==> src/design/lifo_stack_with_search_unit_assert.svh <==
// Assertion macros for the LIFO stack with search unit.
`ifndef LIFO_STACK_WITH_SEARCH_UNIT_ASSERT_SVH
`define LIFO_STACK_WITH_SEARCH_UNIT_ASSERT_SVH

`ifndef SYNTH
// Checks a property on the rising clock edge while reset is released.
`define LSWS_ASSERT(lbl, prop) \
  lbl: assert property (@(posedge clk_i) disable iff (!rst_ni) (prop)) \
    else $error("lifo stack assertion failed");
// Checks that a condition never holds.
`define LSWS_ASSERT_NEVER(lbl, cond) \
  `LSWS_ASSERT(lbl, !(cond))
`else
`define LSWS_ASSERT(lbl, prop)
`define LSWS_ASSERT_NEVER(lbl, cond)
`endif

`endif

==> src/design/lsws_pkg.sv <==
// Package with sizes, codes and interface types of the LIFO stack with search.
package lsws_pkg;

  localparam int DEPTH     = 256;
  localparam int ADDR_W    = $clog2(DEPTH);
  localparam int CNT_W     = $clog2(DEPTH + 1);
  localparam int CAP_W     = 9;
  localparam int CAP_RESET = 256;
  localparam int FUNC_W    = 3;
  localparam int DATA_W    = 32;
  localparam int MIDX_W    = 8;
  localparam int COUNT_W   = 9;
  localparam int CMP_W     = (CNT_W > CAP_W) ? CNT_W : CAP_W;

  typedef enum logic [FUNC_W-1:0] {
    OP_PUSH   = 3'd0,
    OP_POP    = 3'd1,
    OP_PEEK   = 3'd2,
    OP_CLEAR  = 3'd3,
    OP_SEARCH = 3'd4
  } op_e;

  typedef enum logic [1:0] {
    ST_OK       = 2'd0,
    ST_FULL     = 2'd1,
    ST_EMPTY    = 2'd2,
    ST_NOTFOUND = 2'd3
  } status_e;

  typedef enum logic [1:0] {
    S_IDLE,
    S_EXEC,
    S_SCAN
  } state_e;

  typedef struct packed {
    logic    load;
    logic    push;
    logic    pop;
    logic    clear;
    logic    scan_start;
    logic    scan_next;
    logic    emit;
    status_e st;
    logic    data_en;
    logic    midx_en;
  } dp_cmd_t;

  typedef struct packed {
    logic [FUNC_W-1:0] op;
    logic              empty;
    logic              full;
    logic              hit;
    logic              ptr_zero;
  } dp_stat_t;

endpackage

==> src/design/lsws_ctrl.sv <==
// Controller state machine of the LIFO stack with search.
module lsws_ctrl (
  input  logic              clk_i,
  input  logic              rst_ni,
  input  logic              start,
  output logic              busy,
  input  lsws_pkg::dp_stat_t stat_i,
  output lsws_pkg::dp_cmd_t  cmd_o
);
  import lsws_pkg::*;

  state_e state_q, state_d;

  always_ff @(posedge clk_i or negedge rst_ni) begin
    if (!rst_ni) begin
      state_q <= S_IDLE;
    end else begin
      state_q <= state_d;
    end
  end

  always_comb begin
    state_d = state_q;
    unique case (state_q)
      S_IDLE: begin
        if (start) state_d = S_EXEC;
      end
      S_EXEC: begin
        if (stat_i.op == OP_SEARCH && !stat_i.empty) state_d = S_SCAN;
        else state_d = S_IDLE;
      end
      S_SCAN: begin
        if (stat_i.hit || stat_i.ptr_zero) state_d = S_IDLE;
      end
      default: state_d = S_IDLE;
    endcase
  end

  always_comb begin
    cmd_o = '0;
    cmd_o.st = ST_OK;
    busy = (state_q != S_IDLE);
    unique case (state_q)
      S_IDLE: begin
        cmd_o.load = start;
      end
      S_EXEC: begin
        unique case (stat_i.op)
          OP_PUSH: begin
            cmd_o.emit = 1'b1;
            if (stat_i.full) cmd_o.st = ST_FULL;
            else cmd_o.push = 1'b1;
          end
          OP_POP: begin
            cmd_o.emit = 1'b1;
            if (stat_i.empty) begin
              cmd_o.st = ST_EMPTY;
            end else begin
              cmd_o.pop     = 1'b1;
              cmd_o.data_en = 1'b1;
            end
          end
          OP_PEEK: begin
            cmd_o.emit = 1'b1;
            if (stat_i.empty) cmd_o.st = ST_EMPTY;
            else cmd_o.data_en = 1'b1;
          end
          OP_CLEAR: begin
            cmd_o.emit  = 1'b1;
            cmd_o.clear = 1'b1;
          end
          OP_SEARCH: begin
            if (stat_i.empty) begin
              cmd_o.emit = 1'b1;
              cmd_o.st   = ST_NOTFOUND;
            end else begin
              cmd_o.scan_start = 1'b1;
            end
          end
          default: cmd_o.emit = 1'b1;
        endcase
      end
      S_SCAN: begin
        // The read data always belongs to the entry the pointer names.
        priority if (stat_i.hit) begin
          cmd_o.emit    = 1'b1;
          cmd_o.midx_en = 1'b1;
        end else if (stat_i.ptr_zero) begin
          cmd_o.emit = 1'b1;
          cmd_o.st   = ST_NOTFOUND;
        end else begin
          cmd_o.scan_next = 1'b1;
        end
      end
      default: cmd_o = '0;
    endcase
  end

endmodule

==> config.mk <==
export PLATFORM = sky130hd
export DESIGN_NAME = lsws_ctrl
export DESIGN_NICKNAME = d
export VERILOG_FILES = /design/src/design/lifo_stack_with_search_unit_assert.svh /design/src/design/lsws_pkg.sv /design/src/design/lsws_ctrl.sv
export SDC_FILE = /design/constraint.sdc
export NUM_CORES = 1
export LEC_CHECK = 0
export BUFFER_PORTS_ARGS = -buffer_cell sky130_fd_sc_hd__buf_4
export CAP_MARGIN = 25
export CORE_AREA = 2 2 39 41
export CTS_CLUSTER_SIZE = 10
export DETAILED_ROUTE_END_ITERATION = 10
export DIE_AREA = 0 0 41 43
export SLEW_MARGIN = 10
export SYNTH_ARGS = -nofsm -noshare
export SYNTH_HDL_FRONTEND = slang
export SYNTH_SLANG_ARGS = --single-unit
==> constraint.sdc <==
create_clock -name clk_i -period 3.2 [get_ports clk_i]
set_clock_uncertainty 0.2 [all_clocks]
set_input_delay 0.16 -clock clk_i [delete_from_list [all_inputs] [get_ports clk_i]]
set_output_delay 0.16 -clock clk_i [all_outputs]
set_load 0.03 [all_outputs]
; ---- Word level (Yosys, flattened, before mapping)
; Cells that the tools add are included.
[totals]
elab_cells = 45
regBits = 2
out_inout_bits = 12
inputBits = 10
[op_classes]
muxes = 28
reduce_logical = 8
n_eq_ne = 8
[op_table]
columns = operator, n
row1 = 2-to-1 mux 1 bit, 17
row2 = one-hot mux 2 bit (3 select lines), 2
row3 = 2-to-1 mux 2 bit, 5
row4 = equality test 3 x 2 -> 1 bit (second input constant), 2
row5 = 2-to-1 mux 3 bit, 2
row6 = one-hot mux 3 bit (2 select lines), 1
row7 = 2-to-1 mux 4 bit, 1
row8 = inequality test 2 bit (second input constant), 2
row9 = equality test 3 x 1 -> 1 bit (second input constant), 1
row10 = equality test 3 bit (second input constant), 1
row11 = logical NOT 3 bit, 1
row12 = equality test 2 x 1 -> 1 bit (second input constant), 1
row13 = equality test 2 bit (second input constant), 1
row14 = logical NOT 2 bit, 1
row15 = AND reduction 2 bit, 1
row16 = nonzero test 2 bit, 1
row17 = OR reduction 2 bit, 1
row18 = logical AND 1 bit, 1
row19 = logical NOT 1 bit, 1
row20 = logical OR 1 bit, 1

; ---- Logic depth before layout (Yosys ltp)
; Gate-level depths: netlist of run 1.
[logic_depth]
word_depth = 4
depth_mapped = 5
mapped_depth_nobuf = 5

; ---- Worst setup path before layout of run 1
; No wires, ideal clock.
[synth_timing]
path_type = register -> output
from = register state_q[1]
to = output port cmd_o[8] (netlist bit)
arrival_ps = 1747
path_stages_with_launch = 5
setup_slack_ps = 1093
t_required_ps = 2840
path_buffers = 0
cell_sequence = dfrtp_1 -> inv_1 -> ha_1 -> nand2_1 -> nor4b_1
[synth_rtl]
columns = item, line
row1 = start: declaration, lsws_ctrl.sv:12  ; state_e state_q, state_d;
row2 = start signal: assignment, lsws_ctrl.sv:18  ; state_q <= state_d;
row3 = end: declaration, lsws_ctrl.sv:8  ; output lsws_pkg::dp_cmd_t cmd_o

==> results of run 1 <==
per-stage QoR:
stage	power, mW	setup slack (ps)
final	0.2737	1269
after global routing	0.2970	1059
after CTS	0.2781	1256
after detailed placement	0.2184	1511
after global placement	0.2187	1540
after floorplan	0.1590	1093
worst register-to-register path, stage by stage, from the launching register on:
cell	delay [ps]
sky130_fd_sc_hd__dfrtp_1	370
sky130_fd_sc_hd__inv_1	90
sky130_fd_sc_hd__ha_1	210
sky130_fd_sc_hd__nor3b_4	260
sky130_fd_sc_hd__a21oi_2	60
sky130_fd_sc_hd__mux2_4	300
synthesized netlist by cell type:
| master | n |
|---|---|
| sky130_fd_sc_hd__inv_1 | 5 |
| sky130_fd_sc_hd__ha_1 | 3 |
| sky130_fd_sc_hd__nand2_1 | 3 |
| sky130_fd_sc_hd__nand3_1 | 3 |
| sky130_fd_sc_hd__o21ai_0 | 3 |
| sky130_fd_sc_hd__dfrtp_1 | 2 |
| sky130_fd_sc_hd__nor2_1 | 2 |
| sky130_fd_sc_hd__nor4b_1 | 2 |
| sky130_fd_sc_hd__a21boi_0 | 1 |
| sky130_fd_sc_hd__a21oi_2 | 1 |
| sky130_fd_sc_hd__and2_2 | 1 |
| sky130_fd_sc_hd__and3_1 | 1 |
| sky130_fd_sc_hd__and4b_1 | 1 |
| sky130_fd_sc_hd__buf_4 | 1 |
| sky130_fd_sc_hd__buf_6 | 1 |
| sky130_fd_sc_hd__mux2_4 | 1 |
| sky130_fd_sc_hd__nand4b_1 | 1 |
| sky130_fd_sc_hd__nor2_2 | 1 |
| sky130_fd_sc_hd__nor2b_1 | 1 |
| sky130_fd_sc_hd__nor3b_1 | 1 |
| sky130_fd_sc_hd__nor3b_4 | 1 |
| sky130_fd_sc_hd__o211ai_1 | 1 |
| sky130_fd_sc_hd__o21a_1 | 1 |
| sky130_fd_sc_hd__o41ai_1 | 1 |
| sky130_fd_sc_hd__xor2_1 | 1 |
layout make-up:
type / count / share of cell area (%)
repair buffers: 22 / 32.37
inverters: 5 / 3.623
clock buffers: 3 / 4.348
flip-flops and latches: 2 / 9.662
well taps: 16 / 3.865
multi-input cells: 31 / 46.14
report_power, final:
part	total (mW)	internal [mW]	switching (mW)
logic	0.181	0.0749	0.106
registers	0.0368	0.0326	0.00419
clock network	0.0559	0.0414	0.0145
what timing repair did:
action                                 4_1_cts  5_1_grt
setup buffers                                0        0
endpoints found under the hold margin        2        0
hold buffers                                 1        0
layout by cell type (no fill, tap or decap):
cell,Yosys,routed
sky130_fd_sc_hd__buf_4,1,21
sky130_fd_sc_hd__inv_1,5,5
sky130_fd_sc_hd__o21ai_0,3,3
sky130_fd_sc_hd__nand3_1,3,3
sky130_fd_sc_hd__nand2_1,3,3
sky130_fd_sc_hd__ha_1,3,3
sky130_fd_sc_hd__clkbuf_4,0,3
sky130_fd_sc_hd__nor4b_1,2,2
sky130_fd_sc_hd__nor2_1,2,2
sky130_fd_sc_hd__dfrtp_1,2,2
sky130_fd_sc_hd__nor2_2,1,1
sky130_fd_sc_hd__and4b_1,1,1
sky130_fd_sc_hd__o41ai_1,1,1
sky130_fd_sc_hd__a21boi_0,1,1
sky130_fd_sc_hd__nand4b_1,1,1
sky130_fd_sc_hd__and3_1,1,1
sky130_fd_sc_hd__xor2_1,1,1
sky130_fd_sc_hd__o211ai_1,1,1
sky130_fd_sc_hd__and2_2,1,1
sky130_fd_sc_hd__nor3b_4,1,1
sky130_fd_sc_hd__nor3b_1,1,1
sky130_fd_sc_hd__nor2b_1,1,1
sky130_fd_sc_hd__a21oi_2,1,1
sky130_fd_sc_hd__mux2_4,1,1
sky130_fd_sc_hd__o21a_1,1,1
sky130_fd_sc_hd__dlygate4sd3_1,0,1
worst max path at each step:
stage | endpoint | cells past startpoint | slack (ps) | start
global placement | cmd_o[2] | 6 | 1540 | state_q[1]$_DFFE_PN0P_
floorplan | cmd_o[8] | 4 | 1090 | state_q[1]$_DFFE_PN0P_
detailed placement | cmd_o[2] | 6 | 1510 | state_q[1]$_DFFE_PN0P_
finish | cmd_o[2] | 6 | 1270 | state_q[1]$_DFFE_PN0P_
CTS | cmd_o[2] | 6 | 1260 | state_q[1]$_DFFE_PN0P_
global route | cmd_o[2] | 6 | 1060 | state_q[1]$_DFFE_PN0P_
kinds of logic (layout without fill, tap and decap cells):
group                    Yosys count  after routing  synth area share [%]
AND/OR/NAND/NOR                   18             18                 37.55
AO/OA/AOI/OAI                      8              8                 16.86
buffers and inverters              7             30                 11.50
adder cells (fa/ha/maj)            3              3                 11.50
flip-flops                         2              2                 15.33
XOR/XNOR                           1              1                 2.682
multiplexers                       1              1                 4.596
layer usage:
metal	share of wire (%)	track usage, %	vias to the layer above	wire length [um]
li1	-	-	187	-
met1	43	13.18	151	326
met2	46	12.81	16	348
met3	11	4.712	0	80
met4	0	6.000	0	0
met5	0	0	-	0
==> results.rst, run 1 <==
.. list-table::
   :header-rows: 1

   * - Metric
     - Value
   * - Max Slew Vio Count
     - 0
   * - Post-Route WL
     - 755 um
   * - Core region area
     - 1384 um2
   * - Sequential cell area
     - 50.05 um2
   * - Number of cell instances on the worst register-to-register path
     - 5
   * - Count of antenna-violating nets left after detailed routing
     - 0
   * - DIE WIDTH
     - 41 um
   * - Hold Slack
     - 59.82 ps
   * - Top Ports
     - 22
   * - First-pass GRT wire length
     - 1179 um
   * - Final setup fails
     - 0
   * - Power density over cell area
     - 528.5 nW/um2
   * - Cells along the critical path
     - inv_1 > ha_1 > nor4b_1 > nand3_1 > nand3_1 > buf_4
   * - Number of port buffers
     - 21
   * - PostCTS Resize Cnt
     - 0
   * - Clock latency on the worst-skew pair
     - 230 ps
   * - Crit-path slowest cell
     - sky130_fd_sc_hd__dfrtp_1
   * - Count of TritonRoute iterations in the first routing pass
     - 3
   * - Final cell count without fillers
     - 79
   * - Global-route total usage across every layer
     - 10.04%
   * - Post-synth design cell area
     - 326.6 um2
   * - Number of placement rows
     - 14
   * - Synth warnings
     - 0
   * - Max Fanout on Critical Path
     - 5
   * - Setup TNS
     - 0 ps
   * - Number of fill cells in the layout
     - 153
   * - Dominant cell type by area after synthesis
     - sky130_fd_sc_hd__dfrtp_1
   * - Violation count after the first detailed-route iteration
     - 4
   * - Diodes inserted
     - 0
   * - Hpwl dp
     - 631.6 um
   * - Leak pwr
     - 0.2699 nW
   * - Number of unique standard cell types used by synthesis
     - 25
   * - Clock-pin transition on the worst setup and hold timing paths
     - 30 ps
   * - Path category of the worst min-delay check
     - in2async
   * - Number of vias per cell
     - 4.481
   * - Number of storage elements in the synthesis netlist
     - 2
   * - Fraction of final layout cells with drive strength greater than 1
     - 46.03%
   * - Die outline area
     - 1763 um2
   * - Number of global-route vias before repair
     - 289
   * - Area of all placed cells without fillers
     - 518.0 um2
   * - Synthesized net count
     - 53
   * - Sequential area share after synthesis
     - 15.33%
   * - Transition at the pin with the smallest max-transition slack
     - 332.6 ps
   * - Endpoint required time on the critical path
     - 2840 ps
   * - Placed cell count
     - 75
   * - Number of clock sinks
     - 2
   * - Period Utilization, post-route
     - 60.35%
   * - Registers with the most flip-flops
     - state_q: 2 flops
   * - Number of buffers created by CTS
     - 3
   * - GRT Residual Overflow
     - 0
   * - Data arrival time at the worst-slack endpoint
     - 1570 ps
   * - Register with the most flip-flops
     - state_q
   * - Dominant cells by area after synthesis
     - sky130_fd_sc_hd__dfrtp_1, sky130_fd_sc_hd__ha_1, sky130_fd_sc_hd__inv_1, sky130_fd_sc_hd__nor3b_4, sky130_fd_sc_hd__nor4b_1
   * - Worst-case register-to-register setup slack
     - 1580 ps
   * - DR DRC count
     - 0
   * - Maximum number of pins on one net before global-route repair
     - 8
   * - Maximum single-stage delay on the critical path
     - 390 ps
   * - Top cell type's share of synthesized area
     - 15.33%
   * - Max transition margin
     - 77.51%
   * - Result of the run
     - completed
   * - Number of failing hold endpoints at the final stage
     - 0
   * - Reported max-cap violation count
     - 0
   * - TritonCTS clock tree
     - built
   * - Delay-heaviest family, CP
     - simple AND/OR/NAND/NOR gates
   * - Critical R2R Capture
     - state_q[1]$_DFFE_PN0P_
   * - Effective utilization at floorplan
     - 23.60%
   * - Mean Syn Cell Area
     - 8.164 um2
   * - Beginning of the worst register-to-register path
     - state_q[0]$_DFFE_PN0P_
   * - Number of antenna violations at the first check in global routing
     - 0
   * - Sort of element at the end of the critical path
     - output pin
   * - IR Drop Worst-Case VDD
     - 0.1876 mV
   * - Total number of nets in the final design
     - 78
   * - Die Ht
     - 43 um
   * - Maximum root-to-sink buffer count
     - 2
   * - CP dominant cell by count
     - sky130_fd_sc_hd__nand3_1
   * - Footprint of the multi-input gates
     - 239.0 um2
   * - Setup repair after global routing missed its margin
     - no
   * - Vias after detailed routing
     - 354
   * - Maximum level of the CTS H-tree
     - 1
   * - Final core area utilization
     - 37.43%
   * - Max reg flops
     - 2
   * - Buf/Inv on CP
     - 2
   * - Clock tree root driver cell
     - sky130_fd_sc_hd__clkbuf_4
   * - Routability congestion estimate
     - 0.7330
   * - Kind of start point of the critical path
     - register
   * - Peak clock frequency supported by timing
     - 517.8 MHz
   * - Gate count after technology mapping
     - 40
   * - Critical path type
     - reg2out
   * - Average wire per cell in the routed design
     - 9.557 um
   * - Tmin final
     - 1931 ps
   * - Synthesis-to-layout area growth
     - 58.62%
   * - Post-DP Area
     - 485.5 um2
Note: power is estimated with default switching activity, not from simulation.
==> inputs of run 2 (changes only) <==
clock period = 1.55 ns   (was 3.2 ns; I/O delays follow)
==> run 2 against run 1 <==
The run now ends with negative setup slack left. Register-to-register slack worse by 1700 ps. Global-route usage rose by 2.6 points. Wire length increased by 45%. Clock-buffer cell count stayed put. Via count is 16% higher. Clock power up 110%. Utilization is 20 points higher. Sequential cell count unchanged. Total power rose to 3.3 times the previous value. Sequential share of layout area is 3.4 points lower. Design area rose by 54%. Critical endpoint is now cmd_o[5].
==> results.rst, run 2 (synthesis gave the netlist of run 1 again) <==
.. list-table::
   :header-rows: 1

   * - Metric
     - Value
   * - Failing checks
     - negative setup slack
   * - Power Internal
     - 0.5369 mW (+260%)
   * - Comb pwr share
     - 77.3% (+11 points)
   * - IR Drop Worst-Case VDD
     - 0.3980 mV (+110%)
   * - Setup TNS
     - -1650 ps (-1650 ps)
   * - Sequential share of power
     - 9.5% (-3.9 points)
   * - Power density over cell area
     - 1143 nW/um2 (+120%)
   * - Number of port buffers
     - 21 (unchanged)
   * - DR DRC count
     - 0 (unchanged)
   * - Count of antenna-violating nets left after detailed routing
     - 0 (unchanged)
   * - Sort of element at the end of the critical path
     - output pin
   * - Diodes inserted
     - 0 (unchanged)
   * - First-pass GRT wire length
     - 1573 um (+33%)
   * - Registers with the most flip-flops
     - state_q: 2 flops
   * - Most frequent cells in the layout
     - sky130_fd_sc_hd__buf_4, sky130_fd_sc_hd__buf_6, sky130_fd_sc_hd__inv_1, sky130_fd_sc_hd__ha_4, sky130_fd_sc_hd__clkbuf_4
   * - Path category of the worst min-delay check
     - in2reg
   * - Register with the most flip-flops
     - state_q
   * - Number of vias per cell
     - 4.578 (+2.2%)
   * - Maximum level of the CTS H-tree
     - 1 (unchanged)
   * - Final cell count without fillers
     - 90 (+14%)
   * - Die outline area
     - 1763 um2 (unchanged)
   * - Maximum root-to-sink buffer count
     - 2 (unchanged)
   * - TritonCTS clock tree
     - built
   * - Endpoint required time on the critical path
     - 1270 ps (-1570 ps)
   * - Clock-pin transition on the worst setup and hold timing paths
     - 30 ps (about the same)
   * - Reported max-cap violation count
     - 0 (unchanged)
   * - Final Worst Setup Slack
     - -225.0 ps (-1494 ps)
   * - Vias after detailed routing
     - 412 (+16%)
   * - Global-route total usage across every layer
     - 12.61% (+2.6 points)
   * - Max Slew Vio Count
     - 0 (unchanged)
   * - Switching component of the power
     - 0.3754 mW (+200%)
   * - Final setup fails
     - 12 (+12)
   * - Hpwl dp
     - 648.7 um (+2.7%)
   * - Effective utilization at floorplan
     - 23.60% (unchanged)
   * - Fraction of final layout cells with drive strength greater than 1
     - 77.03% (+31 points)
   * - Clock latency on the worst-skew pair
     - 230 ps (about the same)
   * - Max Fanout on Critical Path
     - 2 (-3)
   * - Data arrival time at the worst-slack endpoint
     - 1500 ps (-70 ps)
   * - DIE WIDTH
     - 41 um (unchanged)
   * - Result of the run
     - finished with violations
   * - Number of buffers created by CTS
     - 3 (unchanged)
   * - Number of antenna violations at the first check in global routing
     - 0 (unchanged)
   * - Average wire per cell in the routed design
     - 12.18 um (+27%)
   * - Max reg flops
     - 2 (unchanged)
   * - Tmin final
     - 1775 ps
   * - Post-Route WL
     - 1096 um (+45%)
   * - Switching part of the total power
     - 41.15% (-4.5 points)
   * - Violation count after the first detailed-route iteration
     - 0 (-4)
   * - Most common cell after layout, fill and taps aside
     - sky130_fd_sc_hd__buf_4
   * - Critical path type
     - reg2out
   * - Die Ht
     - 43 um (unchanged)
   * - Count of TritonRoute iterations in the first routing pass
     - 1 (-2)
   * - Max transition margin
     - 79.03% (+1.5 points)
   * - Number of global-route vias before repair
     - 392 (+36%)
   * - Kind of start point of the critical path
     - register
   * - Placed cell count
     - 80 (+6.7%)
   * - GRT Residual Overflow
     - 0 (unchanged)
   * - Setup repair after global routing missed its margin
     - yes
   * - Leak pwr
     - 0.3743 nW (+39%)
   * - Top Ports
     - 22 (unchanged)
   * - Maximum number of pins on one net before global-route repair
     - 8 (unchanged)
   * - Number of clock sinks
     - 2 (unchanged)
   * - Transition at the pin with the smallest max-transition slack
     - 311.2 ps (-21.43 ps)
   * - Synthesis-to-layout area growth
     - 144.4%
   * - Routability congestion estimate
     - 0.6646 (-9.3%)
   * - Peak clock frequency supported by timing
     - 563.4 MHz
   * - Core region area
     - 1384 um2 (unchanged)
   * - Number of failing hold endpoints at the final stage
     - 0 (unchanged)
   * - Period Utilization, post-route
     - 114.5%
   * - Clock tree root driver cell
     - sky130_fd_sc_hd__clkbuf_4
   * - Clk pwr share
     - 13.2% (-7.2 points)
   * - Number of placement rows
     - 14 (unchanged)
   * - Total number of nets in the final design
     - 89 (+14%)
run 2: cell types whose count changed in the layout (fill, tap and decap cells not counted), sizes merged:
| cell | before | now |
|---|---|---|
| buf | 21 | 31 |
| dlygate4sd3 | 1 | 2 |
run 2: power groups by stage:
| stage | registers (mW) | clock network, mW | logic [mW] |
|---|---|---|---|
| 3_3_place_gp | 0.0799 | 0 | 0.432 |
| 3_5_place_dp | 0.0785 | 0 | 0.429 |
| 5_1_grt | 0.0865 | 0.134 | 0.753 |
| 2_1_floorplan | 0.0774 | 0 | 0.271 |
| 6_report | 0.0863 | 0.120 | 0.706 |
| 4_1_cts | 0.0841 | 0.122 | 0.574 |
run 2: layer usage:
layer / share of wire [%] / wire (um) / vias up / global-route usage [%]
met3: 6.0 / 66 / 0 / 2.094
met5: 0 / 0 / - / 0
met4: 0 / 0 / 0 / 2.000
met1: 36 / 398 / 187 / 13.38
li1: - / - / 209 / -
met2: 57 / 630 / 16 / 24.06
run 2: area by class of cell:
cell class	instances	area [um2]
clock buffers	3	22.52
fillers	132	585.6
inverters	5	18.77
multi-input cells	31	369.1
flip-flops and latches	2	50.05
well taps	16	20.02
repair buffers	33	317.8
run 2: timing repair:
action                                  4_1_cts  5_1_grt
buffers inserted                              2        3
pin swaps                                     9       11
endpoints found under the setup margin       11       13
endpoints found under the hold margin         2        0
hold buffers                                  2        0
gates resized for setup                      26        8
run 2: final timing paths:
path,endpoint,cells after the start,start,slack (ps)
worst max-delay path,cmd_o[5],6,state_q[0]$_DFFE_PN0P_,-230
worst min-delay path,state_q[0]$_DFFE_PN0P_,4,start,60
worst max register to register,state_q[0]$_DFFE_PN0P_,8,state_q[0]$_DFFE_PN0P_,-130
worst min register to register,state_q[1]$_DFFE_PN0P_,2,state_q[1]$_DFFE_PN0P_,460
max in group asynchronous,state_q[1]$_DFFE_PN0P_,3,rst_ni,510
min in group asynchronous,state_q[0]$_DFFE_PN0P_,3,rst_ni,510
run 2: through the flow:
step	setup WS, ps	cell area [um2]	utilization [%]	hold slack, ps	power (mW)
global placement	-3.755	554.3	40.05	-337.8	0.5119
finish	-225.0	798.3	57.69	64.61	0.9124
global route	-299.8	798.3	57.69	114.1	0.9735
CTS	-193.1	725.7	52.44	47.60	0.7801
detailed placement	-0.1406	554.3	40.05	-338.2	0.5077
floorplan	-140.7	357.8	-	-418.1	0.3486
run 2: worst max-delay path, stage by stage, from the launching register on:
cell                      delay (ps)
sky130_fd_sc_hd__dfrtp_1         420
sky130_fd_sc_hd__inv_2           130
sky130_fd_sc_hd__buf_12          110
sky130_fd_sc_hd__ha_4            120
sky130_fd_sc_hd__nor3b_4         220
sky130_fd_sc_hd__buf_4           160
sky130_fd_sc_hd__buf_6           120
